--- config.mk ---
export PLATFORM = sky130hd
export DESIGN_NAME = rational_add_compare_reduce_core_flat
export DESIGN_NICKNAME = d
export VERILOG_FILES = /design/src/rtl/racr_pkg.sv /design/src/rtl/racr_if.sv /design/src/rtl/racr_datapath.sv /design/src/rtl/racr_ctrl.sv /design/src/rtl/rational_add_compare_reduce_core.sv /design/src/flat_wrapper.sv
export SDC_FILE = /design/constraint.sdc
export NUM_CORES = 2
export LEC_CHECK = 0
export BUFFER_PORTS_ARGS = -buffer_cell sky130_fd_sc_hd__buf_2
export CAP_MARGIN = 20
export CORE_ASPECT_RATIO = 0.8
export CORE_MARGIN = 2
export CORE_UTILIZATION = 48
export DETAILED_ROUTE_END_ITERATION = 16
export PLACE_DENSITY = 0.69
export SYNTH_ARGS = -nofsm -noshare
export SYNTH_HDL_FRONTEND = slang
export SYNTH_SLANG_ARGS = --single-unit
export TNS_END_PERCENT = 100
--- constraint.sdc ---
create_clock -name i_clk -period 12.8 [get_ports i_clk]
set_input_delay 0 -clock i_clk [delete_from_list [all_inputs] [get_ports i_clk]]
set_output_delay 0 -clock i_clk [all_outputs]
set_load 0.02 [all_outputs]
--- src/rtl/racr_pkg.sv ---
// package: widths, op codes and controller command/status types
`timescale 1ns / 1ps
package racr_pkg;
    localparam int OPERAND_WIDTH = 16;
    localparam int NUM_W = 33;
    localparam int DEN_W = 31;
    localparam logic [1:0] OP_ADD = 2'd0;
    localparam logic [1:0] OP_CMP = 2'd1;
    localparam logic [1:0] OP_NORM = 2'd2;

    typedef struct packed {
        logic load;
        logic prep;
        logic form;
        logic gcd_step;
        logic div_init;
        logic div_step;
        logic finish;
    } t_cmd;

    typedef struct packed {
        logic skip_reduce;
        logic gcd_done;
        logic div_done;
    } t_status;
endpackage

--- src/rtl/racr_if.sv ---
// valid/ready stream interfaces for the input and result channels
`timescale 1ns / 1ps
interface racr_in_if #(parameter int W = racr_pkg::OPERAND_WIDTH);
    logic valid;
    logic ready;
    logic [1:0] op;
    logic signed [W-1:0] first_num;
    logic signed [W-1:0] first_den;
    logic signed [W-1:0] second_num;
    logic signed [W-1:0] second_den;
    modport source(output valid, op, first_num, first_den, second_num, second_den,
                   input ready);
    modport sink(input valid, op, first_num, first_den, second_num, second_den,
                 output ready);
endinterface

interface racr_out_if;
    logic valid;
    logic ready;
    logic signed [racr_pkg::NUM_W-1:0] result_num;
    logic [racr_pkg::DEN_W-1:0] result_den;
    logic is_equal;
    logic is_greater;
    logic is_less;
    modport source(output valid, result_num, result_den, is_equal, is_greater, is_less,
                   input ready);
    modport sink(input valid, result_num, result_den, is_equal, is_greater, is_less,
                 output ready);
endinterface

--- src/rtl/racr_datapath.sv ---
// datapath: operand prep, cross products, binary gcd, restoring division
`timescale 1ns / 1ps
module racr_datapath #(
    parameter int OPERAND_WIDTH = racr_pkg::OPERAND_WIDTH
) (
    input  logic                              i_clk,
    input  racr_pkg::t_cmd                    i_cmd,
    input  logic [1:0]                        i_op,
    input  logic signed [OPERAND_WIDTH-1:0]   i_n1,
    input  logic signed [OPERAND_WIDTH-1:0]   i_d1,
    input  logic signed [OPERAND_WIDTH-1:0]   i_n2,
    input  logic signed [OPERAND_WIDTH-1:0]   i_d2,
    output racr_pkg::t_status                 o_status,
    output logic signed [racr_pkg::NUM_W-1:0] o_num,
    output logic [racr_pkg::DEN_W-1:0]        o_den,
    output logic                              o_eq,
    output logic                              o_gt,
    output logic                              o_lt
);
    localparam int PW = OPERAND_WIDTH + 1;
    localparam int MW = 2 * PW;
    localparam int SW = MW + 1;
    localparam int CW = $clog2(SW + 1);

    logic [1:0] r_op;
    logic signed [OPERAND_WIDTH-1:0] r_in1, r_id1, r_in2, r_id2;
    logic signed [PW-1:0] r_n1, r_d1, r_n2, r_d2;
    logic signed [SW-1:0] r_num;
    logic [SW-1:0] r_den, r_a, r_b, r_mag, r_q, r_rem, r_dvs;
    logic r_neg, r_qsel;
    logic [CW-1:0] r_sh, r_cnt;
    logic [1:0] r_pass;
    // magnitude loaded in the cycle after form, gcd operands on the first step
    logic r_gload;
    logic r_gfirst;

    function automatic void prep(input logic signed [OPERAND_WIDTH-1:0] n,
                                 input logic signed [OPERAND_WIDTH-1:0] d,
                                 output logic signed [PW-1:0] on,
                                 output logic signed [PW-1:0] od);
        logic signed [PW-1:0] en, ed;
        en = PW'(n);
        ed = (d == '0) ? PW'(1) : PW'(d);
        if (ed < 0) begin
            on = -en;
            od = -ed;
        end else begin
            on = en;
            od = ed;
        end
    endfunction

    logic signed [MW-1:0] p_a, p_b;
    logic signed [SW-1:0] sum;
    logic [SW-1:0] a_sub, b_sub, trial;
    assign p_a = MW'(r_n1) * MW'(r_d2);
    assign p_b = MW'(r_d1) * MW'(r_n2);
    assign sum = SW'(p_a) + SW'(p_b);
    assign a_sub = r_a - r_b;
    assign b_sub = r_b - r_a;
    assign trial = {r_rem[SW-2:0], r_q[SW-1]} - r_dvs;

    always_ff @(posedge i_clk) begin
        logic signed [PW-1:0] t1, t2, t3, t4;
        if (i_cmd.load) begin
            r_op <= i_op;
            r_in1 <= i_n1; r_id1 <= i_d1; r_in2 <= i_n2; r_id2 <= i_d2;
        end
        if (i_cmd.prep) begin
            prep(r_in1, r_id1, t1, t2);
            prep(r_in2, r_id2, t3, t4);
            r_n1 <= t1; r_d1 <= t2; r_n2 <= t3; r_d2 <= t4;
        end
        if (i_cmd.form) begin
            o_eq <= 1'b0; o_gt <= 1'b0; o_lt <= 1'b0;
            if (r_op == racr_pkg::OP_ADD) begin
                r_num <= sum;
                r_den <= SW'(MW'(r_d1) * MW'(r_d2));
            end else if (r_op == racr_pkg::OP_NORM) begin
                r_num <= SW'(r_n1);
                r_den <= SW'(r_d1);
            end else begin
                r_num <= '0;
                r_den <= SW'(1);
                if (r_op == racr_pkg::OP_CMP) begin
                    o_eq <= p_a == p_b;
                    o_gt <= p_a > p_b;
                    o_lt <= p_a < p_b;
                end
            end
            r_sh <= '0;
        end
        if (r_gload) begin
            r_neg <= r_num < 0;
            r_mag <= (r_num < 0) ? SW'(-r_num) : SW'(r_num);
        end
        if (i_cmd.gcd_step && !o_status.gcd_done) begin
            if (r_gfirst) begin
                r_a <= r_mag;
                r_b <= r_den;
            end else if (!r_a[0] && !r_b[0]) begin
                r_a <= r_a >> 1; r_b <= r_b >> 1; r_sh <= r_sh + 1'b1;
            end else if (!r_a[0]) begin
                r_a <= r_a >> 1;
            end else if (!r_b[0]) begin
                r_b <= r_b >> 1;
            end else if (r_a >= r_b) begin
                r_a <= a_sub >> 1;
            end else begin
                r_b <= b_sub >> 1;
            end
        end else if (i_cmd.form) begin
            r_a <= '0;
            r_b <= '0;
        end
        if (i_cmd.div_init || (i_cmd.div_step && r_cnt == '0 && r_pass == 2'd1)) begin
            r_cnt <= CW'(SW);
            r_rem <= '0;
            r_qsel <= (i_cmd.div_init) ? 1'b0 : 1'b1;
            r_q <= i_cmd.div_init ? r_mag : r_den;
            r_dvs <= (r_a | r_b) << r_sh;
            r_pass <= i_cmd.div_init ? 2'd1 : 2'd2;
        end else if (i_cmd.div_step && r_cnt != '0) begin
            if (!trial[SW-1]) begin
                r_rem <= trial;
                r_q <= {r_q[SW-2:0], 1'b1};
            end else begin
                r_rem <= {r_rem[SW-2:0], r_q[SW-1]};
                r_q <= {r_q[SW-2:0], 1'b0};
            end
            r_cnt <= r_cnt - 1'b1;
            if (r_cnt == CW'(1)) begin
                if (r_qsel) r_den <= {r_q[SW-2:0], !trial[SW-1]};
                else r_mag <= {r_q[SW-2:0], !trial[SW-1]};
            end
        end
        if (i_cmd.finish) begin
            if (r_num == '0) begin
                o_num <= '0;
                o_den <= racr_pkg::DEN_W'(1);
            end else begin
                o_num <= r_neg ? -(racr_pkg::NUM_W'(r_mag)) : racr_pkg::NUM_W'(r_mag);
                o_den <= r_den[racr_pkg::DEN_W-1:0];
            end
        end
    end

    always_ff @(posedge i_clk) begin
        r_gload <= i_cmd.form;
        r_gfirst <= r_gload;
    end

    logic [SW-1:0] ga, gb;
    assign ga = r_a;
    assign gb = r_b;

    assign o_status.skip_reduce = (r_num == '0) ||
                                  !(r_op == racr_pkg::OP_ADD || r_op == racr_pkg::OP_NORM);
    assign o_status.gcd_done = !r_gfirst && (ga == '0 || gb == '0);
    assign o_status.div_done = (r_cnt == '0) && (r_pass == 2'd2);
endmodule

--- src/rtl/racr_ctrl.sv ---
// controller: sequences load, prep, form, gcd, the two divisions, finish and output
`timescale 1ns / 1ps
module racr_ctrl (
    input  logic              i_clk,
    input  logic              i_rst_n,
    input  logic              i_in_valid,
    output logic              o_in_ready,
    output logic              o_out_valid,
    input  logic              i_out_ready,
    input  racr_pkg::t_status i_status,
    output racr_pkg::t_cmd    o_cmd
);
    typedef enum logic [7:0] {
        S_IDLE = 8'b00000001,
        S_PREP = 8'b00000010,
        S_FORM = 8'b00000100,
        S_LOAD = 8'b00001000,
        S_GCD  = 8'b00010000,
        S_DIV  = 8'b00100000,
        S_FIN  = 8'b01000000,
        S_OUT  = 8'b10000000
    } t_state;
    t_state r_state, n_state;

    assign o_in_ready = (r_state == S_IDLE);
    assign o_out_valid = (r_state == S_OUT);

    always_comb begin
        o_cmd = '0;
        n_state = r_state;
        case (r_state)
            S_IDLE: begin
                o_cmd.load = i_in_valid;
                if (i_in_valid) n_state = S_PREP;
            end
            S_PREP: begin o_cmd.prep = 1'b1; n_state = S_FORM; end
            S_FORM: begin o_cmd.form = 1'b1; n_state = S_LOAD; end
            S_LOAD: n_state = i_status.skip_reduce ? S_FIN : S_GCD;
            S_GCD: begin
                o_cmd.gcd_step = 1'b1;
                if (i_status.gcd_done) begin
                    o_cmd.gcd_step = 1'b0;
                    o_cmd.div_init = 1'b1;
                    n_state = S_DIV;
                end
            end
            S_DIV: begin
                o_cmd.div_step = 1'b1;
                if (i_status.div_done) n_state = S_FIN;
            end
            S_FIN: begin o_cmd.finish = 1'b1; n_state = S_OUT; end
            S_OUT: if (i_out_ready) n_state = S_IDLE;
            default: n_state = S_IDLE;
        endcase
    end

    always_ff @(posedge i_clk) begin
        if (!i_rst_n) r_state <= S_IDLE;
        else r_state <= n_state;
    end

    a_onehot: assert property (@(posedge i_clk) disable iff (!i_rst_n) $onehot(r_state))
        else $error("state not one-hot");
    a_hold: assert property (@(posedge i_clk) disable iff (!i_rst_n)
        o_out_valid && !i_out_ready |=> o_out_valid)
        else $error("result dropped while stalled");
    a_excl: assert property (@(posedge i_clk) disable iff (!i_rst_n)
        !(o_in_ready && o_out_valid))
        else $error("input taken while result pending");
endmodule

--- src/rtl/rational_add_compare_reduce_core.sv ---
// top level: fraction add, compare and normalize with gcd reduction
`timescale 1ns / 1ps
// usage:
//   i_in carries op and two signed fractions; a zero denominator counts as one.
//   o_out returns one result per transfer: reduced fraction for add and
//   normalize, flags for compare (fraction 0/1 then).
//   one item at a time: in_ready is high only when the block is idle.
//   for compare, spare op or a zero numerator the controller goes from the
//   input transfer through prep, form, load and finish to the output state;
//   add and normalize add a binary gcd loop and two restoring divisions of
//   35 quotient bits each on the shared divider.
//   a stalled receiver holds the result in the output register; no new
//   input is taken until it is transferred.
//   reset (synchronous, active low) returns the controller to idle.
module rational_add_compare_reduce_core #(
    parameter int OPERAND_WIDTH = racr_pkg::OPERAND_WIDTH
) (
    input logic i_clk,
    input logic i_rst_n,
    racr_in_if.sink i_in,
    racr_out_if.source o_out
);
    racr_pkg::t_cmd cmd;
    racr_pkg::t_status status;

    racr_ctrl u_ctrl (
        .i_clk(i_clk), .i_rst_n(i_rst_n),
        .i_in_valid(i_in.valid), .o_in_ready(i_in.ready),
        .o_out_valid(o_out.valid), .i_out_ready(o_out.ready),
        .i_status(status), .o_cmd(cmd)
    );

    racr_datapath #(.OPERAND_WIDTH(OPERAND_WIDTH)) u_dp (
        .i_clk(i_clk), .i_cmd(cmd), .i_op(i_in.op),
        .i_n1(i_in.first_num[OPERAND_WIDTH-1:0]), .i_d1(i_in.first_den[OPERAND_WIDTH-1:0]),
        .i_n2(i_in.second_num[OPERAND_WIDTH-1:0]), .i_d2(i_in.second_den[OPERAND_WIDTH-1:0]),
        .o_status(status), .o_num(o_out.result_num), .o_den(o_out.result_den),
        .o_eq(o_out.is_equal), .o_gt(o_out.is_greater), .o_lt(o_out.is_less)
    );
endmodule
--- src/flat_wrapper.sv ---
// flat-port wrapper written by rule: the top's interface ports become plain ports
module rational_add_compare_reduce_core_flat 
#(
    parameter int OPERAND_WIDTH = racr_pkg::OPERAND_WIDTH
)
  (i_clk, i_rst_n, i_in_valid, i_in_op, i_in_first_num, i_in_first_den, i_in_second_num, i_in_second_den, i_in_ready, o_out_valid, o_out_result_num, o_out_result_den, o_out_is_equal, o_out_is_greater, o_out_is_less, o_out_ready);
  racr_in_if i_in_i ();
  racr_out_if o_out_i ();
  input logic i_clk;
  input logic i_rst_n;
  input wire logic [$bits(i_in_i.valid)-1:0] i_in_valid;
  input wire logic [$bits(i_in_i.op)-1:0] i_in_op;
  input wire logic [$bits(i_in_i.first_num)-1:0] i_in_first_num;
  input wire logic [$bits(i_in_i.first_den)-1:0] i_in_first_den;
  input wire logic [$bits(i_in_i.second_num)-1:0] i_in_second_num;
  input wire logic [$bits(i_in_i.second_den)-1:0] i_in_second_den;
  output wire logic [$bits(i_in_i.ready)-1:0] i_in_ready;
  output wire logic [$bits(o_out_i.valid)-1:0] o_out_valid;
  output wire logic [$bits(o_out_i.result_num)-1:0] o_out_result_num;
  output wire logic [$bits(o_out_i.result_den)-1:0] o_out_result_den;
  output wire logic [$bits(o_out_i.is_equal)-1:0] o_out_is_equal;
  output wire logic [$bits(o_out_i.is_greater)-1:0] o_out_is_greater;
  output wire logic [$bits(o_out_i.is_less)-1:0] o_out_is_less;
  input wire logic [$bits(o_out_i.ready)-1:0] o_out_ready;
  assign i_in_i.valid = i_in_valid;
  assign i_in_i.op = i_in_op;
  assign i_in_i.first_num = i_in_first_num;
  assign i_in_i.first_den = i_in_first_den;
  assign i_in_i.second_num = i_in_second_num;
  assign i_in_i.second_den = i_in_second_den;
  assign i_in_ready = i_in_i.ready;
  assign o_out_valid = o_out_i.valid;
  assign o_out_result_num = o_out_i.result_num;
  assign o_out_result_den = o_out_i.result_den;
  assign o_out_is_equal = o_out_i.is_equal;
  assign o_out_is_greater = o_out_i.is_greater;
  assign o_out_is_less = o_out_i.is_less;
  assign o_out_i.ready = o_out_ready;
  rational_add_compare_reduce_core #(.OPERAND_WIDTH(OPERAND_WIDTH)) u_core (.i_clk(i_clk), .i_rst_n(i_rst_n), .i_in(i_in_i), .o_out(o_out_i));
endmodule
Yosys cells after proc, flatten, opt, wreduce, memory -nomap -nowiden:

Cells that the tools add are included.

* word-level logic and storage cells: 169
* output and inout port bits: 69
* input bits: 70
* bits in registers: 506

* shifts and indexed selects: 1
* $add $sub $neg: 12
* bitwise logic cells: 2
* reduce and logical (&&, ||, !) cells: 32
* muxes and demuxes: 59
* equal/unequal tests: 22
* multiply operators: 3
* order comparisons: 6

Operators by type and width (number)
* $mux W35: 31
* $logic_not A35 Y1: 3
* $sub A35 B35 Y35: 3
* $mul A17 B17 Y34: 3
* $mux W17: 6
* $pmux W8 S8: 1
* $add A34 B34 Y35: 1
* $ge A35 B35 Y1: 1
* $lt A35 B1 Y1 const B: 1
* $neg A35 Y35: 1
* $or A35 B35 Y35: 1
* $shl A35 B6 Y35: 1
* $eq A34 B34 Y1: 1
* $gt A34 B34 Y1: 1
* $lt A17 B1 Y1 const B: 2
* $lt A34 B34 Y1: 1
* $mux W34: 1
* $neg A16 Y17: 2
* $neg A17 Y17: 2
* $mux W33: 1
* $neg A33 Y33: 1
* $logic_not A16 Y1: 2
* $mux W8: 4
* $mux W6: 4
* 34 further kinds: 62

Depth between registers and ports, before layout:

* depth after elaboration: 8
* gate-level depth with buffers: 37

Modules after synthesis:

From an unflattened synthesis, not the netlist that was laid out.

* cell total of the unflattened synthesis: 7041
* area total of the unflattened synthesis: 64947.3 µm²

Modules (own cells, without submodules)
* racr_datapath: area each 64404.3 µm², cells each 6975, instances 1
* racr_ctrl: area each 543.0 µm², cells each 66, instances 1

Worst setup path after synthesis:

OpenSTA, ideal clock, no wires.

* path type: register to register
* from: register u_core.u_dp.r_n1[10]
* to: register u_core.u_dp.r_num[33], data pin
* arrival: 7.832 ns
* slack: 4.697 ns
* cell stages (with the launch flop): 33
* path buffers: 2
* data required time: 12.530 ns
* clock period less this slack: 8.103 ns
* setup time: 0.270 ns
* cells stage by stage: edfxtp_1 > clkbuf_1 > nand2_1 > fa_1 > fa_1 > fa_1 > fa_1 > inv_1 > fa_1 > inv_1 > fa_1 > inv_1 > ha_1 > a21o_1 > a21o_1 > a2111oi_0 > o21ai_1 > a31oi_1 > o21ai_0 > a21o_1 > a21oi_1 > xnor2_1 > ha_1 > clkbuf_1 > a21oi_1 > nor2_1 > o31ai_1 > o311a_1 > o21ai_1 > and2_1 > o41ai_1 > mux2i_1 > nand3_1

* longest elaborated chain between the ends: 3

RTL lines
* start: declaration: RTL line racr_datapath.sv:27 `logic signed [PW-1:0] r_n1, r_d1, r_n2, r_d2;`
* start signal: assignment: RTL line racr_datapath.sv:72 `r_n1 <= t1; r_d1 <= t2; r_n2 <= t3; r_d2 <= t4;`
* $mul A17 B17 Y34: RTL line racr_datapath.sv:56 `assign p_a = MW'(r_n1) * MW'(r_d2);`
* $add A34 B34 Y35: RTL line racr_datapath.sv:58 `assign sum = SW'(p_a) + SW'(p_b);`
* $mux W35: RTL line racr_datapath.sv:76 `if (r_op == racr_pkg::OP_ADD) begin`
* end signal: assignment: RTL line racr_datapath.sv:77 `r_num <= sum;`
* end signal: assignment: RTL line racr_datapath.sv:80 `r_num <= SW'(r_n1);`
* end: declaration: RTL line racr_datapath.sv:28 `logic signed [SW-1:0] r_num;`

No other way between the ends.
A chain may end at the register's enable or synchronous reset.

Worst setup path in the final report:

* from: register u_core.u_dp.r_n2[3]
* to: register u_core.u_dp.r_num[33], data pin

* longest elaborated chain between the ends: 3

RTL lines
* start: declaration: RTL line racr_datapath.sv:27
* start signal: assignment: RTL line racr_datapath.sv:72
* $mul A17 B17 Y34: RTL line racr_datapath.sv:57 `assign p_b = MW'(r_d1) * MW'(r_n2);`
* $add A34 B34 Y35: RTL line racr_datapath.sv:58
* $mux W35: RTL line racr_datapath.sv:76

No other way between the ends.

==> run metrics <==
Max H-tree Level 2; maximum number of pins on one net before global-route repair 73; critical path data arrival time 9.52 ns; pin slew with the least headroom to its limit 1.150 ns; critical path peak fanout 17; highest clock frequency the design can meet 0.1093 GHz; Routed WL 190,600 microns; total of hold buffers inserted after clock tree synthesis 82; Crit-path slowest cell edfxtp_1; count of endpoints failing setup in the final report 0; least setup slack across all paths after layout 3.649 ns; synth warn 0; register-to-register path setup slack 3.65 ns; Area contributors post-synth fa_1 28%, edfxtp_1 18%, ha_1 9.1%, inv_1 6.7%, nand2_1 4.6%; Min Hold Slack 0.04277 ns; critical path startpoint category flip-flop; data required time of the critical path 13.17 ns; post-synthesis average cell area 9.249 sq um; layout filler cell count 12,170; gate count after technology mapping 6,987; starting density of the core 48.30%; buffers inserted by post-CTS timing repair 0; final hold violation count 0; pre-CTS setup slack 3.908 ns; number of storage elements in the synthesis netlist 505; fraction of the cycle the final worst path needs 71.49%; count of unique library cells instantiated by Yosys 89; worst min-delay path class in2reg; Worst path most repeated cell fa_1; TritonCTS clock tree done; capturing element type of the critical path flip-flop; post-cts sizing count 0; Fin Clk Skew 0.07797 ns; RSZ-0062 raised after global routing false; register area share after synthesis 21.52%; area of the die 0.1376 sq mm; buffers added on ports 138; number of top-level pins 139; biggest cell delay along the critical path 0.82 ns; root buf cell clkbuf_16; global routing usage summed across all routing layers 27.99%; RePlAce Congestion 0.9915; asr flop ratio synth 0%; die width 414.2 microns; insertion delay of the later-clocked pin in the worst-skew pair 0.71 ns; core region area 0.1338 sq mm; number of maximum-capacitance constraint violations 0; clock net sink count 505; number of detailed-route iterations in the first pass 6; DP Wirelength 147,000 microns; vertical extent of the die 332.2 microns; normalized max-slew margin 22.81%; count of vias placed by the detailed router 49,890; per-cell routed wire length 21.55 microns; most used flip-flop cell after synthesis edfxtp_1; number of global-route vias before repair 51,300; critical path class reg2reg; proportion of netlist area held by the largest area contributor 27.63%; number of flops mapped to enable cells by yosys 379; outcome finished clean; fraction of final layout cells sized beyond drive strength 1 5.924%; initial detailed-routing violation count 4,722; Clock Pin Slew Worst Setup and Hold Paths 0.07 ns; post-synthesis cell type with the largest combined area fa_1; Routed Antenna Nets 0; post-synthesis cell area 0.06462 sq mm; TritonCTS buffer count 56; Core Util, Final 52.05%; total negative slack 0 ns; final period demand of the worst path 9.151 ns; buffer depth of the longest clock path 3; Remaining Overflow, GRT 0; global-route wire length before repair 299,600 microns; ratio of routed vias to standard cells 5.639; NumNets Final 8,458; synthesis-to-finish area growth 7.756%; Max Transition Viols Final 0; number of cell rows 120; antenna violations before repair 8; DRC violation count after routing 0
-- critical path, delay by kind of cell (launching register included) --
family / cells / cell delay [ns]
adder cells (fa/ha/maj): 8 / 3.84
AO/OA/AOI/OAI: 9 / 2.03
AND/OR/NAND/NOR: 10 / 1.18
flip-flops: 1 / 0.82
XOR/XNOR: 1 / 0.54
multiplexers: 1 / 0.24
buffers and inverters: 3 / 0.15
-- flip-flops by register name, summed over array words and instances (netlist names), 31 cells and up --
register / cells
u_core.u_dp.ga: 35
u_core.u_dp.r_mag: 35
u_core.u_dp.r_dvs: 35
u_core.u_dp.r_num: 35
u_core.u_dp.r_q: 35
u_core.u_dp.o_den: 31
u_core.u_dp.o_num: 33
u_core.u_dp.r_den: 35
u_core.u_dp.r_rem: 34
u_core.u_dp.gb: 35
-- final cells by class --
cell class              count  area [sq um]  area share, %
flip-flops and latches    505         13910          19.97
clock inverters            39         334.1         0.4798
clock buffers              67          1494          2.145
repair buffers            303          2145          3.080
inverters                1168          4384          6.296
multi-input cells        4991         45150          64.83
well taps                1769          2213          3.179
diodes                      4         10.01        0.01437
-- routing by layer --
layer / vias to the layer above / wire length, microns / global-route usage [%] / share of wire, %
li1: 22510 / - / - / -
met1: 25000 / 82350 / 39.88 / 43
met2: 2103 / 84290 / 43.52 / 44
met3: 268 / 18540 / 5.499 / 9.7
met4: 6 / 5275 / 7.591 / 2.8
met5: - / 145 / 0.5880 / 0.076
-- through the flow --
stage | instances | cell area (sq um)
2_1_floorplan | 6988 | 64620
3_3_place_gp | 8651 | 66940
3_5_place_dp | 8652 | 66950
4_1_cts | 8840 | 69600
5_1_grt | 8843 | 69630
6_report | 8846 | 69630
-- logic make-up after synthesis --
kind of cell | synth area share, %
buffers and inverters | 8.754
adder cells (fa/ha/maj) | 36.75
XOR/XNOR | 4.798
flip-flops | 21.52
other | 0.005803
AO/OA/AOI/OAI | 10.84
AND/OR/NAND/NOR | 15.15
multiplexers | 2.182
-- layout by cell type (no fill, tap or decap), types with 16 or more instances in the layout --
cell type      count
o21ai_1           71
edfxtp_1         379
nand4_1           18
a22oi_1           75
a211oi_1          39
o21bai_1          49
o21a_1            22
buf_2            139
o21ai_0          298
xnor2_1          235
nand3_1           53
o41ai_1           16
nor2_1           358
mux4_2            23
or2_2             18
a21oi_1          293
a21o_1            74
xor2_1           119
ha_1             471
or3_1             39
dfxtp_1          123
nor2b_1           67
inv_1           1160
nor4_1            51
and2_1           428
fa_1             892
nand2_1          791
buf_4             80
mux2i_1           70
nand2b_1          77
o31ai_1           52
a31oi_1           23
nor3_1            66
clkbuf_16         57
dlygate4sd3_1     82
-- synth_stat cells (11+ instances only) --
cell type / n
nand4_1: 18
a211oi_1: 39
a21oi_1: 293
buf_1: 11
or3_1: 39
edfxtp_1: 379
inv_1: 1160
o21bai_1: 49
fa_1: 892
o21ai_0: 298
mux4_2: 23
o21a_1: 22
or2_2: 18
or4_1: 12
and3_1: 14
nand2_1: 791
dfxtp_1: 126
o41ai_1: 16
nand3_1: 54
xnor2_1: 235
nand2b_1: 77
nor3_1: 67
a31oi_1: 24
o31ai_1: 52
mux2_2: 15
xor2_1: 119
nor4_1: 51
a21o_1: 74
and2_1: 429
ha_1: 471
nor2b_1: 67
nor2_1: 364
o21ai_1: 71
mux2i_1: 70
a22oi_1: 75
clkbuf_1: 298
a221oi_1: 11
-- final timing paths --
check | from | endpoint | depth (start not counted)
hold reg to reg | u_core.u_dp.r_rem[9]$_SDFFE_PN0P_ | u_core.u_dp.r_rem[9]$_SDFFE_PN0P_ | 2
setup / recovery | u_core.u_dp.r_n2[3]$_DFFE_PP_ | u_core.u_dp.r_num[33]$_DFFE_PP_ | 32
setup reg to reg | u_core.u_dp.r_n2[3]$_DFFE_PP_ | u_core.u_dp.r_num[33]$_DFFE_PP_ | 32
hold / removal | i_in_second_den[11] | u_core.u_dp.r_id2[11]$_DFFE_PP_ | 2
Power is left out: the tool's default activity adds up to more than one toggle a clock period on the data nets, which glitch-free logic cannot reach.
